==> config.mk <==
export PLATFORM = sky130hd
export DESIGN_NAME = sensor_scratchpad_crc_check_unit_flat
export DESIGN_NICKNAME = d
export VERILOG_FILES = /design/src/hdl/scc_pkg.sv /design/src/hdl/scc_in_if.sv /design/src/hdl/scc_out_if.sv /design/src/hdl/scc_frame_track.sv /design/src/hdl/sensor_scratchpad_crc_check_unit.sv /design/src/flat_wrapper.sv
export SDC_FILE = /design/constraint.sdc
export NUM_CORES = 1
export LEC_CHECK = 0
export ABC_CLOCK_PERIOD_IN_PS = 2650
export BUFFER_PORTS_ARGS = -buffer_cell sky130_fd_sc_hd__buf_4
export CORE_UTILIZATION = 52
export CTS_CLUSTER_DIAMETER = 40
export DETAILED_ROUTE_END_ITERATION = 10
export PLACE_DENSITY = 0.82
export SETUP_SLACK_MARGIN = 0.05
export SLEW_MARGIN = 30
export SYNTH_ARGS = -nofsm -noshare
export SYNTH_HDL_FRONTEND = slang
export SYNTH_SLANG_ARGS = --single-unit
==> constraint.sdc <==
create_clock -name i_clk -period 2.65 [get_ports i_clk]
set_input_delay 0.53 -clock i_clk [delete_from_list [all_inputs] [get_ports i_clk]]
set_output_delay 0.53 -clock i_clk [all_outputs]
set_load 0.005 [all_outputs]
==> src/hdl/scc_pkg.sv <==
// Shared types, constants and the CRC-8 byte update for the scratchpad check.
// Used by the result channel interface, the frame tracker and the top level.
`default_nettype none

package scc_pkg;

    localparam int unsigned FRAME_BYTES_DEF = 9;
    localparam logic [7:0]  FAULT_LIMIT_RST = 8'd3;
    localparam logic [7:0]  CRC_POLY_REFL   = 8'h8C;

    typedef logic signed [15:0] t_temp;

    typedef struct packed {
        logic  done;
        logic  good;
        t_temp temp;
    } t_frame_stat;

    function automatic logic [7:0] crc8_byte(input logic [7:0] crc_in, input logic [7:0] b);
        logic [7:0] c;
        c = crc_in;
        for (int k = 0; k < 8; k++) begin
            if (c[0] ^ b[k]) begin
                c = (c >> 1) ^ CRC_POLY_REFL;
            end else begin
                c = c >> 1;
            end
        end
        return c;
    endfunction

endpackage

`default_nettype wire

==> src/hdl/scc_in_if.sv <==
// Input channel: one scratchpad byte per beat, with a frame start mark.
// Depends on nothing.
`default_nettype none

interface scc_in_if;
    logic       valid;
    logic       ready;
    logic [7:0] data_byte;
    logic       frame_start;

    modport source (output valid, output data_byte, output frame_start, input ready);
    modport sink   (input valid, input data_byte, input frame_start, output ready);
endinterface

`default_nettype wire

==> src/hdl/scc_out_if.sv <==
// Result channel: held temperature, CRC status and fault flag per frame.
// Depends on scc_pkg for the temperature type.
`default_nettype none

interface scc_out_if;
    logic           valid;
    logic           ready;
    scc_pkg::t_temp temperature;
    logic           crc_good;
    logic           fault;

    modport source (output valid, output temperature, output crc_good, output fault,
                    input ready);
    modport sink   (input valid, input temperature, input crc_good, input fault,
                    output ready);
endinterface

`default_nettype wire

==> src/hdl/scc_frame_track.sv <==
// Frame tracker: byte position, running CRC-8 and the two temperature bytes.
// Depends on scc_pkg; reports frame completion as a t_frame_stat.
`default_nettype none

module scc_frame_track #(
    parameter int unsigned FRAME_BYTES = scc_pkg::FRAME_BYTES_DEF
) (
    input  wire logic               i_clk,
    input  wire logic               i_rst_n,
    input  wire logic               i_take,
    input  wire logic [7:0]         i_byte,
    input  wire logic               i_start,
    output scc_pkg::t_frame_stat    o_stat
);
    localparam int unsigned PosW = $clog2(FRAME_BYTES + 1);
    localparam logic [PosW-1:0] LastPos = PosW'(FRAME_BYTES);

    logic [PosW-1:0] r_pos, n_pos;
    logic [7:0]      r_crc, n_crc;
    logic [7:0]      r_lo, n_lo;
    logic [7:0]      r_hi, n_hi;
    logic [PosW-1:0] pos_eff, pos_inc;
    logic [7:0]      crc_eff, crc_new;
    logic            done;

    always_comb begin
        pos_eff = i_start ? '0 : r_pos;
        crc_eff = i_start ? 8'd0 : r_crc;
        crc_new = scc_pkg::crc8_byte(crc_eff, i_byte);
        pos_inc = pos_eff + PosW'(1);
        done    = i_take && (pos_inc >= LastPos);
        n_pos   = r_pos;
        n_crc   = r_crc;
        n_lo    = r_lo;
        n_hi    = r_hi;
        if (i_take) begin
            n_pos = done ? '0 : pos_inc;
            n_crc = done ? 8'd0 : crc_new;
            if (pos_eff == '0) begin
                n_lo = i_byte;
            end else if (pos_eff == PosW'(1)) begin
                n_hi = i_byte;
            end
        end
        o_stat.done = done;
        o_stat.good = (crc_new == 8'd0);
        o_stat.temp = scc_pkg::t_temp'({r_hi, r_lo});
    end

    always_ff @(posedge i_clk) begin
        if (!i_rst_n) begin
            r_pos <= '0;
            r_crc <= 8'd0;
            r_lo  <= 8'd0;
            r_hi  <= 8'd0;
        end else begin
            r_pos <= n_pos;
            r_crc <= n_crc;
            r_lo  <= n_lo;
            r_hi  <= n_hi;
        end
    end
endmodule

`default_nettype wire

==> src/hdl/sensor_scratchpad_crc_check_unit.sv <==
// Scratchpad CRC check for a one-wire temperature sensor.
// Input channel i_in carries one scratchpad byte per beat, byte 0 first;
// frame_start marks byte 0 and drops any partly read frame. Frames may also
// follow each other without the mark. After the last byte of a frame one beat
// leaves on o_out: the held temperature (1/16 degree, two's complement), the
// CRC status of this frame and the fault flag.
// A good frame loads the temperature and clears the fault flag. A bad frame
// keeps the temperature and bumps the failure count until it reaches the
// fault_limit register (i_cfg_we / i_cfg_data); beyond that it sets the fault.
// Only reset clears the failure count; a good frame leaves it as it is.
// The result beat is valid in the cycle after the last byte is taken.
// One byte per cycle unless stalled; the CRC-8 byte update is combinational.
// A stalled receiver holds the result register and drops i_in.ready, so no
// byte is taken until the waiting result beat leaves.
// Reset clears the CRC, byte position, stored bytes, temperature, count and
// fault flag, and loads fault_limit with 3.
`default_nettype none

module sensor_scratchpad_crc_check_unit #(
    parameter int unsigned FRAME_BYTES = scc_pkg::FRAME_BYTES_DEF
) (
    input  wire logic       i_clk,
    input  wire logic       i_rst_n,
    scc_in_if.sink          i_in,
    scc_out_if.source       o_out,
    input  wire logic       i_cfg_we,
    input  wire logic [7:0] i_cfg_data
);
    scc_pkg::t_frame_stat stat;
    logic                 take;
    logic                 hold;

    logic [7:0]     r_limit, n_limit;
    logic [7:0]     r_fails, n_fails;
    scc_pkg::t_temp r_held,  n_held;
    logic           r_fault, n_fault;
    logic           r_oval,  n_oval;
    logic           r_ogood, n_ogood;

    assign hold       = r_oval && !o_out.ready;
    assign i_in.ready = !hold;
    assign take       = i_in.valid && i_in.ready;

    scc_frame_track #(
        .FRAME_BYTES (FRAME_BYTES)
    ) u_track (
        .i_clk   (i_clk),
        .i_rst_n (i_rst_n),
        .i_take  (take),
        .i_byte  (i_in.data_byte),
        .i_start (i_in.frame_start),
        .o_stat  (stat)
    );

    always_comb begin
        n_limit = i_cfg_we ? i_cfg_data : r_limit;
        n_fails = r_fails;
        n_held  = r_held;
        n_fault = r_fault;
        n_ogood = r_ogood;
        n_oval  = hold;
        if (stat.done) begin
            n_oval  = 1'b1;
            n_ogood = stat.good;
            if (stat.good) begin
                n_held  = stat.temp;
                n_fault = 1'b0;
            end else if (r_fails < r_limit) begin
                n_fails = r_fails + 8'd1;
            end else begin
                n_fault = 1'b1;
            end
        end
    end

    always_ff @(posedge i_clk) begin
        if (!i_rst_n) begin
            r_limit <= scc_pkg::FAULT_LIMIT_RST;
            r_fails <= 8'd0;
            r_held  <= '0;
            r_fault <= 1'b0;
            r_oval  <= 1'b0;
            r_ogood <= 1'b0;
        end else begin
            r_limit <= n_limit;
            r_fails <= n_fails;
            r_held  <= n_held;
            r_fault <= n_fault;
            r_oval  <= n_oval;
            r_ogood <= n_ogood;
        end
    end

    assign o_out.valid       = r_oval;
    assign o_out.temperature = r_held;
    assign o_out.crc_good    = r_ogood;
    assign o_out.fault       = r_fault;
endmodule

`default_nettype wire

==> src/flat_wrapper.sv <==
// flat-port wrapper written by rule: the top's interface ports become plain ports
module sensor_scratchpad_crc_check_unit_flat 
#(
    parameter int unsigned FRAME_BYTES = scc_pkg::FRAME_BYTES_DEF
)
  (i_clk, i_rst_n, i_cfg_we, i_cfg_data, i_in_valid, i_in_data_byte, i_in_frame_start, i_in_ready, o_out_valid, o_out_temperature, o_out_crc_good, o_out_fault, o_out_ready);
  scc_in_if i_in_i ();
  scc_out_if o_out_i ();
  input  wire logic i_clk;
  input  wire logic i_rst_n;
  input  wire logic i_cfg_we;
  input  wire logic [7:0] i_cfg_data;
  input wire logic [$bits(i_in_i.valid)-1:0] i_in_valid;
  input wire logic [$bits(i_in_i.data_byte)-1:0] i_in_data_byte;
  input wire logic [$bits(i_in_i.frame_start)-1:0] i_in_frame_start;
  output wire logic [$bits(i_in_i.ready)-1:0] i_in_ready;
  output wire logic [$bits(o_out_i.valid)-1:0] o_out_valid;
  output wire logic [$bits(o_out_i.temperature)-1:0] o_out_temperature;
  output wire logic [$bits(o_out_i.crc_good)-1:0] o_out_crc_good;
  output wire logic [$bits(o_out_i.fault)-1:0] o_out_fault;
  input wire logic [$bits(o_out_i.ready)-1:0] o_out_ready;
  assign i_in_i.valid = i_in_valid;
  assign i_in_i.data_byte = i_in_data_byte;
  assign i_in_i.frame_start = i_in_frame_start;
  assign i_in_ready = i_in_i.ready;
  assign o_out_valid = o_out_i.valid;
  assign o_out_temperature = o_out_i.temperature;
  assign o_out_crc_good = o_out_i.crc_good;
  assign o_out_fault = o_out_i.fault;
  assign o_out_i.ready = o_out_ready;
  sensor_scratchpad_crc_check_unit #(.FRAME_BYTES(FRAME_BYTES)) u_core (.i_clk(i_clk), .i_rst_n(i_rst_n), .i_in(i_in_i), .o_out(o_out_i), .i_cfg_we(i_cfg_we), .i_cfg_data(i_cfg_data));
endmodule
* Word level (Yosys, flattened, before mapping) *
Index checks and enable logic that the tools add are counted.
Widths: inputs -> output; s select.

operators by class
  equal/unequal tests = 2
  bitwise operators = 18
  add/subtract/negate cells = 2
  reduce and logical (&&, ||, !) cells = 12
  $lt $le $gt $ge = 2
  mux-type cells = 15

operators by type and width
  kind                 count
  $mux 8               10
  $not 2->3            8
  $add 8x1->8 const B  1
  $logic_not 8->1      1
  $lt 8x8->1           1
  $mux 4               2
  $xor 1x1->1          8
  $reduce_and 2->1     3
  $reduce_and 3->1     2
  $add 4x1->4 const B  1
  $eq 4x1->1 const B   1
  $ge 4x4->1 const B   1
  $logic_not 4->1      1
  $logic_and 1x1->1    3
  $mux 1               3
  $logic_not 1->1      2
  $ne 2x1->1 const B   1
  $not 1->1            2

storage, ports and cells
  flip-flop bits (word level) = 63
  output and inout bits = 20
  bits of input ports = 22

* Longest topological paths before layout *
Gate-level depths: netlist (run 1).

  depth after elaboration = 20
  gate-level depth with buffers = 11

* Cells and area by module *
From an unflattened synthesis (run 1), not the netlist that was laid out.

unflattened totals
  cell total of the unflattened synthesis = 352
  area total of the unflattened synthesis = 3,149.3 um^2

modules (own cells, without submodules)
  module                            instances  cells an instance  area each (um^2)
  scc_frame_track                   1          174                1,626.6
  sensor_scratchpad_crc_check_unit  1          178                1,522.7

* Least setup slack after synthesis (run 1) *
Ideal clock, no wire load.

  path kind = input-to-reg
  start point = input port i_in_frame_start
  end point = register u_core.r_ogood, in the netlist u_core.o_out.crc_good
  buffers on the path = 4
  data required time = 2.535 ns
  setup time = 0.115 ns
  arrival time = 2.546 ns
  setup slack = -0.011 ns
  stages = 11
  path through = buf_6 -> buf_6 -> nor2b_1 -> inv_1 -> ha_1 -> nor4bb_1 -> nor4_2 -> and3_1 -> buf_6 -> buf_12 -> o21a_1

on the way
  longest elaborated chain between the ends = 14
  elaborated cells between the ends (all ways) = 30
  classes of those cells = add/sub: 1; order compare: 1; mux: 10; bitwise: 16; reduce/logical: 2

RTL lines
  what                                          RTL line                                RTL
  start: declaration                            flat_wrapper.sv:15                      input wire logic [$bits(i_in_i.frame_start)-1:0] i_in_frame_start;
  $mux 8                                        scc_frame_track.sv:28                   crc_eff = i_start ? 8'd0 : r_crc;
  $xor 1x1->1 (tied with other cells)           scc_pkg.sv:23                           if (c[0] ^ b[k]) begin
  $mux 8 (tied with other cells) (2 in a row)   scc_pkg.sv:23
  $mux 8 / $not 2->3 (equally long branches)    -
  $xor 1x1->1 (tied with other cells)           scc_pkg.sv:23
  $mux 8                                        scc_pkg.sv:23
  $mux 8 (tied with other cells)                scc_pkg.sv:23
  $mux 8 / $xor 1x1->1 (equally long branches)  scc_pkg.sv:23
  $xor 1x1->1 (tied with other cells)           scc_pkg.sv:23
  $mux 8 / $not 2->3 (equally long branches)    -
  $not 2->3 (no line) (tied with other cells)   -
  $mux 8                                        scc_pkg.sv:23
  $logic_not 8->1                               scc_frame_track.sv:46                   o_stat.good = (crc_new == 8'd0);
  end signal: assignment                        sensor_scratchpad_crc_check_unit.sv:90  r_ogood <= n_ogood;
  end: declaration                              sensor_scratchpad_crc_check_unit.sv:38  logic r_ogood, n_ogood;

Parallel ways exist; a longest one is shown, timed or not.
A chain may end at the register's enable or synchronous reset.

* Final worst setup path (run 1) *
  start point = input port i_in_frame_start
  end point = register u_core.r_fails[6]

on the way
  longest elaborated chain between the ends = 16
  elaborated cells between the ends (all ways) = 32
  classes of those cells = add/sub: 1; order compare: 1; mux: 10; bitwise: 17; reduce/logical: 3

RTL lines
  what                                          RTL line                                RTL
  $mux 8                                        scc_frame_track.sv:28
  $xor 1x1->1 (tied with other cells)           scc_pkg.sv:23
  $mux 8 (tied with other cells) (2 in a row)   scc_pkg.sv:23
  $mux 8 / $not 2->3 (equally long branches)    -
  $xor 1x1->1 (tied with other cells)           scc_pkg.sv:23
  $mux 8                                        scc_pkg.sv:23
  $mux 8 (tied with other cells)                scc_pkg.sv:23
  $mux 8 / $xor 1x1->1 (equally long branches)  scc_pkg.sv:23
  $xor 1x1->1 (tied with other cells)           scc_pkg.sv:23
  $mux 8 / $not 2->3 (equally long branches)    -
  $not 2->3 (no line) (tied with other cells)   -
  $mux 8                                        scc_pkg.sv:23
  $logic_not 8->1                               scc_frame_track.sv:46
  $not 1->1 (no line)                           -
  $reduce_and 3->1 (no line) *                  -
  end signal: assignment                        sensor_scratchpad_crc_check_unit.sv:86  r_fails <= n_fails;
  end: declaration                              sensor_scratchpad_crc_check_unit.sv:34  logic [7:0] r_fails, n_fails;

Mark *: on every way between the ends. The rest lies on a longest branch, timed or not.

==> run summary, run 1 <==
run status: complete, no violations
Mapped Nets: 397
fill cell instance count of the final layout: 512
number of buffers created by CTS: 9
standard cell with the maximum stage delay on the critical path: sky130_fd_sc_hd__or4_1
leading post-synthesis cells by cell area: sky130_fd_sc_hd__dfxtp_1 (37%), sky130_fd_sc_hd__mux2i_1 (12%), sky130_fd_sc_hd__nand2_1 (6.7%)
total power density per cell area: 599.3 mW/mm²
Post-CTS Setup Bufs: 0
Synth Instances: 364
flop and latch count out of synthesis: 63
Worst Path Class, Setup: in2reg
post-cts repair resize count: 0
VDD IR max: 0.2967 mV
pin count of the biggest net entering global routing: 53
CP startpoint kind: input pin
worst reg2reg setup slack: 0.34 ns
final hold violations: 0
Tightest Hold Check Type: in2reg
clock network power share: 0.349
clock edge transition at the registers on the reported setup and hold paths: 0.06 ns
Seq pwr share: 0.445
cell at the root of the clock tree: sky130_fd_sc_hd__clkbuf_8
post-detail-place hpwl: 4535 µm
effective utilization at floorplan: 0.5536
family of cells with the greatest summed delay on the critical path: simple AND/OR/NAND/NOR gates
drt first-iter violations: 100
cell occurring most often along the worst timing path: sky130_fd_sc_hd__inv_1
Final Setup Violations: 0
count of final max-slew check failures: 0
placed instance count: 467
total net switching power: 0.6596 mW
via count of the first global-routing pass: 2410
Simple-Gate Fraction of Synth Area: 0.2314
via count of the routed design: 2563
list of most frequent post-synthesis cells: sky130_fd_sc_hd__dfxtp_1 (63), sky130_fd_sc_hd__nand2_1 (60), sky130_fd_sc_hd__mux2i_1 (39), sky130_fd_sc_hd__nor2b_1 (26)
pre-CTS WS: -0.02421 ns
netlist area before placement: 0.003374 mm²
post-layout minimum cycle time: 2.333 ns
sequential-to-total area share from yosys stat: 0.3737
Final Cycle Share: 0.8805
worst path buffer plus inverter count: 3
P_leak: 1.580 nW
RSZ-0062 raised after global routing: false
post-detailed-route count of antenna-violating nets: 0
detailed-routing iteration count for the pre-antenna-repair pass: 4
number of standard cells in the final layout excluding fillers: 483
worst-case clock buffer depth: 2
library cell with the largest summed area after synthesis: sky130_fd_sc_hd__dfxtp_1
layout cells sized above 1: 0.1936
proportion of synthesized flip-flops having asynchronous set or reset: 0
fin nets: 436
TritonCTS clock tree: built
highest clock rate: 428.6 MHz
main combinational cell family by area after synthesis: simple AND/OR/NAND/NOR gates
clk sinks: 63
average vias per placed instance: 5.306
Residual DRC: 0
clock latency of the later-clocked register in the worst-skew pair: 0.34 ns
Total Routed Length: 6548 µm
area added between synthesis and finish: 15.83%
share of Yosys cell area claimed by the top area cell type: 0.3737
Max stage delay on crit path: 0.54 ns
multiplexer share of the synthesized area: 0.1157
cell with the most instances after synthesis: sky130_fd_sc_hd__dfxtp_1
Hold Crit Start: i_cfg_data[0]
Worst setup EP type: register
number of port buffers: 41
CP startpoint: i_in_frame_start
H-Tree Level Count: 3
critical path required time: 2.92 ns
average instance area after synthesis: 9.271 µm²
die boundary height: 82.56 µm
global-route usage over all layers: 0.2168
cts-stage hold buffer count: 0
Die Area: 0.006815 mm²
power share of the combinational group: 0.206
post-synthesis share of cell area spent on xor and xnor gates: 0.08380
num ports: 42
EDFF count, synth: 0
fraction of the core area covered by cells at the end of the flow: 0.6412
grt total ovfl: 0
Primary FF master, synth: sky130_fd_sc_hd__dfxtp_1
Placeable Area: 0.006096 mm²
Synth Area in Adders: 0.04079
area fraction in compound gates after synthesis: 0.09826
Ys Warns: 0
highest net fanout along the worst path: 7
slew margin rel.: 0.5343
largest clock skew in the final design: 0.006216 ns
startpoint of the lowest-slack register-to-register path: u_core.u_track.r_pos[0]
final critical-path setup slack: 0.3168 ns
ordered cell list for the critical path: buf_4 > inv_1 > nand2_1 > inv_1 > ha_1 > nor4bb_2 > or4_1 > a2111oi_1 > mux2i_1
final weighted congestion in routability-driven placement: 0.8435
first-pass GRT wire length: 10900 µm
arrival time at the worst endpoint: 2.61 ns
initial antenna violation count: 0
number of antenna diodes: 0
number of core rows: 28
Die X: 82.56 µm
max-capacitance violation count: 0
count of different cell masters after synthesis: 56
switching portion of total power: 0.2816
wire per inst: 13.56 µm
Pint: 1.683 mW
slew of the pin with the lowest slew margin: 0.6929 ns
-- cell families (layout without fill, tap and decap cells) --
kind of cell,after synthesis,in the layout
muxes,39,39
adders and majority gates,11,11
xor gates and xnor gates,26,26
AOI/OAI and AO/OA,45,45
buffers and inverters,33,77
and+or+nand+nor,147,147
DFF,63,63
-- per-layer routing --
layer / GRT usage / share of wire / vias to the layer above
met2: 0.3446 / 0.46 / 52
met3: 0.06484 / 0.048 / 8
met4: 0.09655 / 0.015 / 0
met5: 0 / 0 / -
li1: - / - / 1323
met1: 0.2702 / 0.48 / 1180
-- path summary, 6_finish.rpt --
| path | endpoint | depth (start not counted) |
|---|---|---|
| max | u_core.r_fails[6] | 9 |
| min reg2reg | u_core.o_out.temperature[12] | 2 |
| max reg2reg | u_core.u_track.r_crc[2] | 8 |
| min | u_core.r_limit[0] | 3 |
-- cells in the final DEF (no fill, tap or decap), types with 8 or more instances in the layout --
| master | synthesis | final |
|---|---|---|
| sky130_fd_sc_hd__nand2_1 | 60 | 60 |
| sky130_fd_sc_hd__inv_1 | 11 | 11 |
| sky130_fd_sc_hd__dfxtp_1 | 63 | 63 |
| sky130_fd_sc_hd__a21oi_1 | 8 | 8 |
| sky130_fd_sc_hd__nand2b_1 | 10 | 10 |
| sky130_fd_sc_hd__mux2i_1 | 39 | 39 |
| sky130_fd_sc_hd__buf_4 | 0 | 49 |
| sky130_fd_sc_hd__nand3_1 | 16 | 16 |
| sky130_fd_sc_hd__clkbuf_8 | 0 | 10 |
| sky130_fd_sc_hd__xnor2_1 | 16 | 16 |
| sky130_fd_sc_hd__nor2_1 | 10 | 10 |
| sky130_fd_sc_hd__a21boi_0 | 11 | 11 |
| sky130_fd_sc_hd__ha_1 | 11 | 11 |
| sky130_fd_sc_hd__nor2b_1 | 26 | 26 |
-- tightest hold or removal path, cell delays in order --
cell,delay (ns)
sky130_fd_sc_hd__buf_4,0.07
sky130_fd_sc_hd__mux2i_1,0.05
sky130_fd_sc_hd__nand2_1,0.06
-- power by group through the flow --
stage	Clock, mW	Sequential (mW)	Combinational, mW
after floorplan	0	1.05	0.391
after global placement	0	1.06	0.470
after detailed placement	0	1.06	0.476
after CTS	0.834	1.04	0.483
after global routing	0.886	1.05	0.535
final	0.818	1.04	0.483
-- stage by stage --
stage          instance area [µm²]  setup TNS [ns]  power (mW)  hold WS (ns)
4_1_cts                       3904               0       2.357        0.3947
2_1_floorplan                 3381               0       1.439        0.4337
6_report                      3909               0       2.342        0.3990
3_3_place_gp                  3714               0       1.530        0.4429
3_5_place_dp                  3714        -0.02421       1.538        0.4500
5_1_grt                       3909               0       2.468        0.3919
-- final cells by class --
cell class	instances	area [µm²]	share of cell area
tap	75	93.84	0.02401
inverter	11	41.29	0.01056
clock inverter	4	45.04	0.01152
timing repair buffer	50	387.9	0.09923
clock buffer	12	145.1	0.03713
sequential	63	1261	0.3227
multi-input combinational	268	1934	0.4949
-- sequential cells by signal (all words and copies together), names as in the netlist --
signal	count
u_core.o_out.crc_good	1
u_core.u_track.r_hi	8
u_core.r_fails	8
u_core.u_track.r_pos	4
u_core.r_limit	8
u_core.o_out.valid	1
u_core.o_out.temperature	16
u_core.u_track.r_crc	8
u_core.u_track.r_lo	8
u_core.o_out.fault	1
No activity file was read; power rests on OpenSTA's default activity.
==> inputs of run 2 (changes only) <==
Settings changed: ABC_CLOCK_PERIOD_IN_PS 2650 to 2230, CORE_UTILIZATION 52 to 55, GPL_ROUTABILITY_DRIVEN set to 0.
Clock period 2.65 ns to 2.23 ns, I/O delays scaled along.
==> run summary, run 2 (synthesis gave the netlist of run 1 again) <==
run status: finished, violations left
violated checks: DRC
hold endpoint: u_core.r_limit[0]
VDD IR max: 0.4141 mV (+40%)
area added between synthesis and finish: 24.69%
Min-Delay Path Depth: 3 (unchanged)
RSZ-0062 raised after global routing: true
placed standard-cell area: 0.003971 mm² (+6.9%)
Die Area: 0.006453 mm² (-5.3%)
cell occurring most often along the worst timing path: sky130_fd_sc_hd__buf_4
average vias per placed instance: 5.306 (about the same)
worst-case clock buffer depth: 2 (unchanged)
layout cells sized above 1: 0.2673 (+0.07365)
cell at the root of the clock tree: sky130_fd_sc_hd__clkbuf_8
most common cell after layout, fill and taps aside: sky130_fd_sc_hd__buf_4
standard cell with the maximum stage delay on the critical path: sky130_fd_sc_hd__dfxtp_1
area occupied by multi-input gates: 0.002033 mm² (+5.1%)
worst reg2reg setup slack: 0.12 ns (-0.22 ns)
total power density per cell area: 689.5 mW/mm² (+15%)
effective utilization at floorplan: 0.5699 (+0.01638)
fin nets: 462 (+6.0%)
H-Tree Level Count: 3 (unchanged)
most frequent cells in the layout: sky130_fd_sc_hd__buf_4 (74), sky130_fd_sc_hd__dfxtp_1 (63), sky130_fd_sc_hd__nand2_1 (59)
initial antenna violation count: 0 (unchanged)
flip-flop count of the largest register after layout: 16 (unchanged)
CP startpoint: u_core.u_track.r_pos[0]
sequential cell area: 0.001261 mm² (unchanged)
largest clock skew in the final design: 0.009077 ns (+0.002860 ns)
Placeable Area: 0.005921 mm² (-2.9%)
count of final max-slew check failures: 0 (unchanged)
startpoint of the lowest-slack register-to-register path: u_core.u_track.r_pos[0]
endpoint of the most critical register-to-register path: u_core.o_out.temperature[11]
Worst R2R Path Depth: 8 (unchanged)
ordered cell list for the critical path: nor2b_4 > ha_1 > nor4bb_4 > buf_4 > nor4_4 > and3_2 > buf_4 > mux2i_1
clk sinks: 63 (unchanged)
TritonCTS clock tree: built
slew margin rel.: 0.7952 (+0.2609)
Worst Path Class, Setup: reg2reg
Max stage delay on crit path: 0.33 ns (-0.21 ns)
number of antenna diodes: 0 (unchanged)
P_leak: 1.727 nW (+9.3%)
CP startpoint kind: register
number of buffers created by CTS: 9 (unchanged)
num ports: 42 (unchanged)
final hold violations: 0 (unchanged)
clock edge transition at the registers on the reported setup and hold paths: 0.08 ns (+0.02 ns)
highest clock rate: 473.2 MHz
via count of the first global-routing pass: 2574 (+6.8%)
post-detailed-route count of antenna-violating nets: 0 (unchanged)
final cell area excluding filler cells: 0.004208 mm² (+7.7%)
number of port buffers: 41 (unchanged)
Final TNS setup: 0 ns (unchanged)
first-pass GRT wire length: 11630 µm (+6.8%)
Total Routed Length: 7055 µm (+7.7%)
Worst setup EP type: register
Residual DRC: 2 (+2)
Hold Crit Start: i_cfg_data[0]
clock latency of the later-clocked register in the worst-skew pair: 0.34 ns (about the same)
highest net fanout along the worst path: 8 (+1)
wire per inst: 13.86 µm (+2.2%)
Tightest Hold Check Type: in2reg
grt total ovfl: 0 (unchanged)
Final Cycle Share: 0.9477
fill cell instance count of the final layout: 455 (-11%)
die boundary height: 80.33 µm (-2.7%)
max-capacitance violation count: 0 (unchanged)
Die X: 80.33 µm (-2.7%)
arrival time at the worst endpoint: 2.38 ns (-0.23 ns)
global-route usage over all layers: 0.2355 (+0.01866)
pin count of the biggest net entering global routing: 61 (+15%)
number of core rows: 28 (unchanged)
via count of the routed design: 2701 (+5.4%)
critical path required time: 2.49 ns (-0.43 ns)
Hold Slack: 0.3151 ns (-0.08393 ns)
detailed-routing iteration count for the pre-antenna-repair pass: 7 (+3)
drt first-iter violations: 133 (+33%)
post-detail-place hpwl: 5080 µm (+12%)
fraction of the core area covered by cells at the end of the flow: 0.7107 (+0.06948)
Final Setup Violations: 0 (unchanged)
post-layout minimum cycle time: 2.113 ns
slew of the pin with the lowest slew margin: 0.3067 ns (-0.3862 ns)
==> run 2: worst max-delay path by stage <==
stage,end
after detailed placement,u_core.r_fails[5]
final,u_core.o_out.temperature[11]
after global routing,u_core.r_fails[6]
after global placement,u_core.r_fails[7]
after floorplan,u_core.o_out.temperature[10]
after CTS,u_core.r_fails[3]
==> run 2: layout make-up <==
cell class / count / share of cell area
clock inverters: 6 / 0.01070
repair buffers: 76 / 0.1415
multi-input cells: 268 / 0.4832
inverters: 11 / 0.009813
clock buffers: 10 / 0.03271
well taps: 75 / 0.02230
flip-flops and latches: 63 / 0.2997
==> run 2: worst max-delay path, delay by kind of cell, from the launching register on <==
family / cells / cell delay [ns]
muxes: 1 / 0.23
adders and majority gates: 1 / 0.21
buffers and inverters: 2 / 0.36
and+or+nand+nor: 4 / 0.91
DFF: 1 / 0.33
==> run 2: through the flow <==
| stage | setup WS (ns) | power (mW) | cells |
|---|---|---|---|
| detailed placement | -0.1551 | 1.978 | 491 |
| floorplan | -0.1021 | 1.734 | 364 |
| finish | 0.1166 | 2.901 | 509 |
| global placement | -0.08331 | 1.952 | 491 |
| global route | 0.01498 | 3.028 | 509 |
| CTS | 0.08473 | 2.884 | 507 |
==> run 2: metal layers <==
| layer | global-route usage | vias to the layer above | wire length, µm |
|---|---|---|---|
| met5 | 0 | - | 0 |
| met4 | 0.09286 | 0 | 119 |
| met3 | 0.03977 | 14 | 212 |
| met2 | 0.4034 | 54 | 3445 |
| met1 | 0.2926 | 1262 | 3277 |
| li1 | - | 1371 | - |
==> run 2: timing repair <==
| action | 4_1_cts | 5_1_grt |
|---|---|---|
| hold buffers | 0 | 0 |
| endpoints found under the setup margin | 0 | 15 |
| gates resized for setup | 0 | 6 |
| setup buffers | 0 | 2 |
==> run 2: power breakdown <==
part | switching [mW] | total, mW | internal [mW]
Clock | 0.487 | 0.926 | 0.439
Sequential | 0.0549 | 1.24 | 1.18
Combinational | 0.349 | 0.739 | 0.391
Total | 0.891 | 2.90 | 2.01
==> inputs of run 3 (changes only) <==
Settings changed: ABC_CLOCK_PERIOD_IN_PS 2230 to unset, CORE_UTILIZATION 55 to 58, PLACE_DENSITY 0.82 to 0.86.
==> run summary, run 3 (synthesis gave the netlist of run 1 again) <==
number of standard cells in the final layout excluding fillers: 508 (-0.20%)
count of final max-slew check failures: 0 (unchanged)
hold endpoint: u_core.r_limit[0]
Residual DRC: 0 (-2)
slew margin rel.: 0.5421 (-0.2530)
highest clock rate: 469.3 MHz (-0.83%)
overall power of the completed layout: 3.054 mW (+5.3%)
area added between synthesis and finish: 26.73%
layout cells sized above 1: 0.2752 (+0.007948)
global-route usage over all layers: 0.2651 (+0.02959)
die boundary height: 78.28 µm (-2.6%)
average vias per placed instance: 5.569 (+4.9%)
most frequent cells in the layout: sky130_fd_sc_hd__buf_4 (74), sky130_fd_sc_hd__dfxtp_1 (61), sky130_fd_sc_hd__nand2_1 (59)
Die Area: 0.006127 mm² (-5.1%)
H-Tree Level Count: 3 (unchanged)
number of buffers created by CTS: 9 (unchanged)
pre-CTS WS: -0.1824 ns (-0.02727 ns)
run status: complete, no violations
effective utilization at floorplan: 0.6091 (+0.03913)
Hold Crit Start: i_cfg_data[0]
pin count of the biggest net entering global routing: 50 (-18%)
number of core rows: 27 (-3.6%)
CP startpoint: u_core.u_track.r_pos[0]
post-detail-place hpwl: 5090 µm (+0.18%)
Tightest Hold Check Type: in2reg
number of port buffers: 41 (unchanged)
worst-case clock buffer depth: 2 (unchanged)
startpoint of the lowest-slack register-to-register path: u_core.u_track.r_pos[0]
post-detailed-route count of antenna-violating nets: 0 (unchanged)
final hold violations: 0 (unchanged)
Placeable Area: 0.005540 mm² (-6.4%)
fraction of the core area covered by cells at the end of the flow: 0.7719 (+0.06121)
largest clock skew in the final design: 0.006800 ns (-0.002277 ns)
ordered cell list for the critical path: nor2b_4 > ha_1 > nor4bb_4 > buf_4 > nor4_4 > buf_4 > nand4_1 > a211oi_2 > mux2i_1
cts-stage hold buffer count: 0 (unchanged)
CP startpoint kind: register
Die X: 78.28 µm (-2.6%)
first-pass GRT wire length: 12550 µm (+7.9%)
fin nets: 464 (+0.43%)
via count of the first global-routing pass: 2783 (+8.1%)
cell at the root of the clock tree: sky130_fd_sc_hd__clkbuf_8
post-layout minimum cycle time: 2.131 ns (+0.01764 ns)
number of antenna diodes: 0 (unchanged)
arrival time at the worst endpoint: 2.40 ns (+0.02 ns)
Final Setup Violations: 0 (unchanged)
Min-Delay Path Depth: 3 (unchanged)
max-capacitance violation count: 0 (unchanged)
TritonCTS clock tree: built
placed instance count: 489 (-0.41%)
grt total ovfl: 0 (unchanged)
highest net fanout along the worst path: 4 (-4)
num ports: 42 (unchanged)
Hold Slack: 0.3291 ns (+0.01396 ns)
RSZ-0062 raised after global routing: true
Worst R2R Path Depth: 9 (+1)
drt first-iter violations: 139 (+4.5%)
total power density per cell area: 714.1 mW/mm² (+3.6%)
clock edge transition at the registers on the reported setup and hold paths: 0.07 ns (about the same)
standard cell with the maximum stage delay on the critical path: sky130_fd_sc_hd__nor4_4
clk sinks: 63 (unchanged)
Worst setup EP type: register
clock latency of the later-clocked register in the worst-skew pair: 0.34 ns (about the same)
most common cell after layout, fill and taps aside: sky130_fd_sc_hd__buf_4
VDD IR max: 0.4322 mV (+4.4%)
detailed-routing iteration count for the pre-antenna-repair pass: 4 (-3)
Final TNS setup: 0 ns (unchanged)
slew of the pin with the lowest slew margin: 0.6843 ns (+0.3776 ns)
via count of the routed design: 2829 (+4.7%)
wire per inst: 15.08 µm (+8.8%)
final cell area excluding filler cells: 0.004277 mm² (+1.6%)
cell occurring most often along the worst timing path: sky130_fd_sc_hd__buf_4
placed standard-cell area: 0.003975 mm² (about the same)
initial antenna violation count: 0 (unchanged)
Max stage delay on crit path: 0.40 ns (+0.07 ns)
critical path required time: 2.50 ns (about the same)
worst reg2reg setup slack: 0.1 ns (-0.02 ns)
P_leak: 1.747 nW (+1.2%)
Final Cycle Share: 0.9556 (+0.007912)
endpoint of the most critical register-to-register path: u_core.r_fails[3]
final critical-path setup slack: 0.09898 ns (-0.01764 ns)
Total Routed Length: 7661 µm (+8.6%)
flip-flop count of the largest register after layout: 16 (unchanged)
Worst Path Class, Setup: reg2reg
run 3: worst max path at each step:
stage / end / cells past startpoint
after floorplan: u_core.o_out.temperature[10] / 9
after global placement: u_core.r_fails[7] / 10
after detailed placement: u_core.r_fails[7] / 10
after CTS: u_core.r_fails[5] / 8
after global routing: u_core.r_fails[3] / 10
final: u_core.r_fails[3] / 9
run 3: critical path, delay by kind of cell, from the launching register on:
kind	cells	cell delay, ns
AO/OA/AOI/OAI	1	0.19
adder cells (fa/ha/maj)	1	0.19
buffers and inverters	2	0.34
multiplexers	1	0.19
AND/OR/NAND/NOR	4	0.83
flip-flops	1	0.33
run 3: cell type report:
class                           count  area [µm²]
Clock buffer                       11       151.4
Clock inverter                      5       56.30
Fill cell                         388        1264
Inverter                           11       41.29
Multi-Input combinational cell    268        2047
Sequential cell                    63        1264
Tap cell                           72       90.09
Timing Repair Buffer               78       626.9
run 3: power by group:
| group | switching (mW) | internal, mW |
|---|---|---|
| Combinational | 0.384 | 0.413 |
| Sequential | 0.0523 | 1.18 |
| Clock | 0.448 | 0.575 |
run 3: repair_timing:
item	4_1_cts	5_1_grt
setup endpoints to repair	5	21
gates resized for setup	0	9
buffers inserted	3	0
pin swaps	0	1
run 3: per-layer routing:
metal / GRT usage / part of all wire
met5: 0 / 0
met4: 0.1074 / 0.032
met3: 0.06512 / 0.047
met2: 0.4711 / 0.50
met1: 0.3026 / 0.42
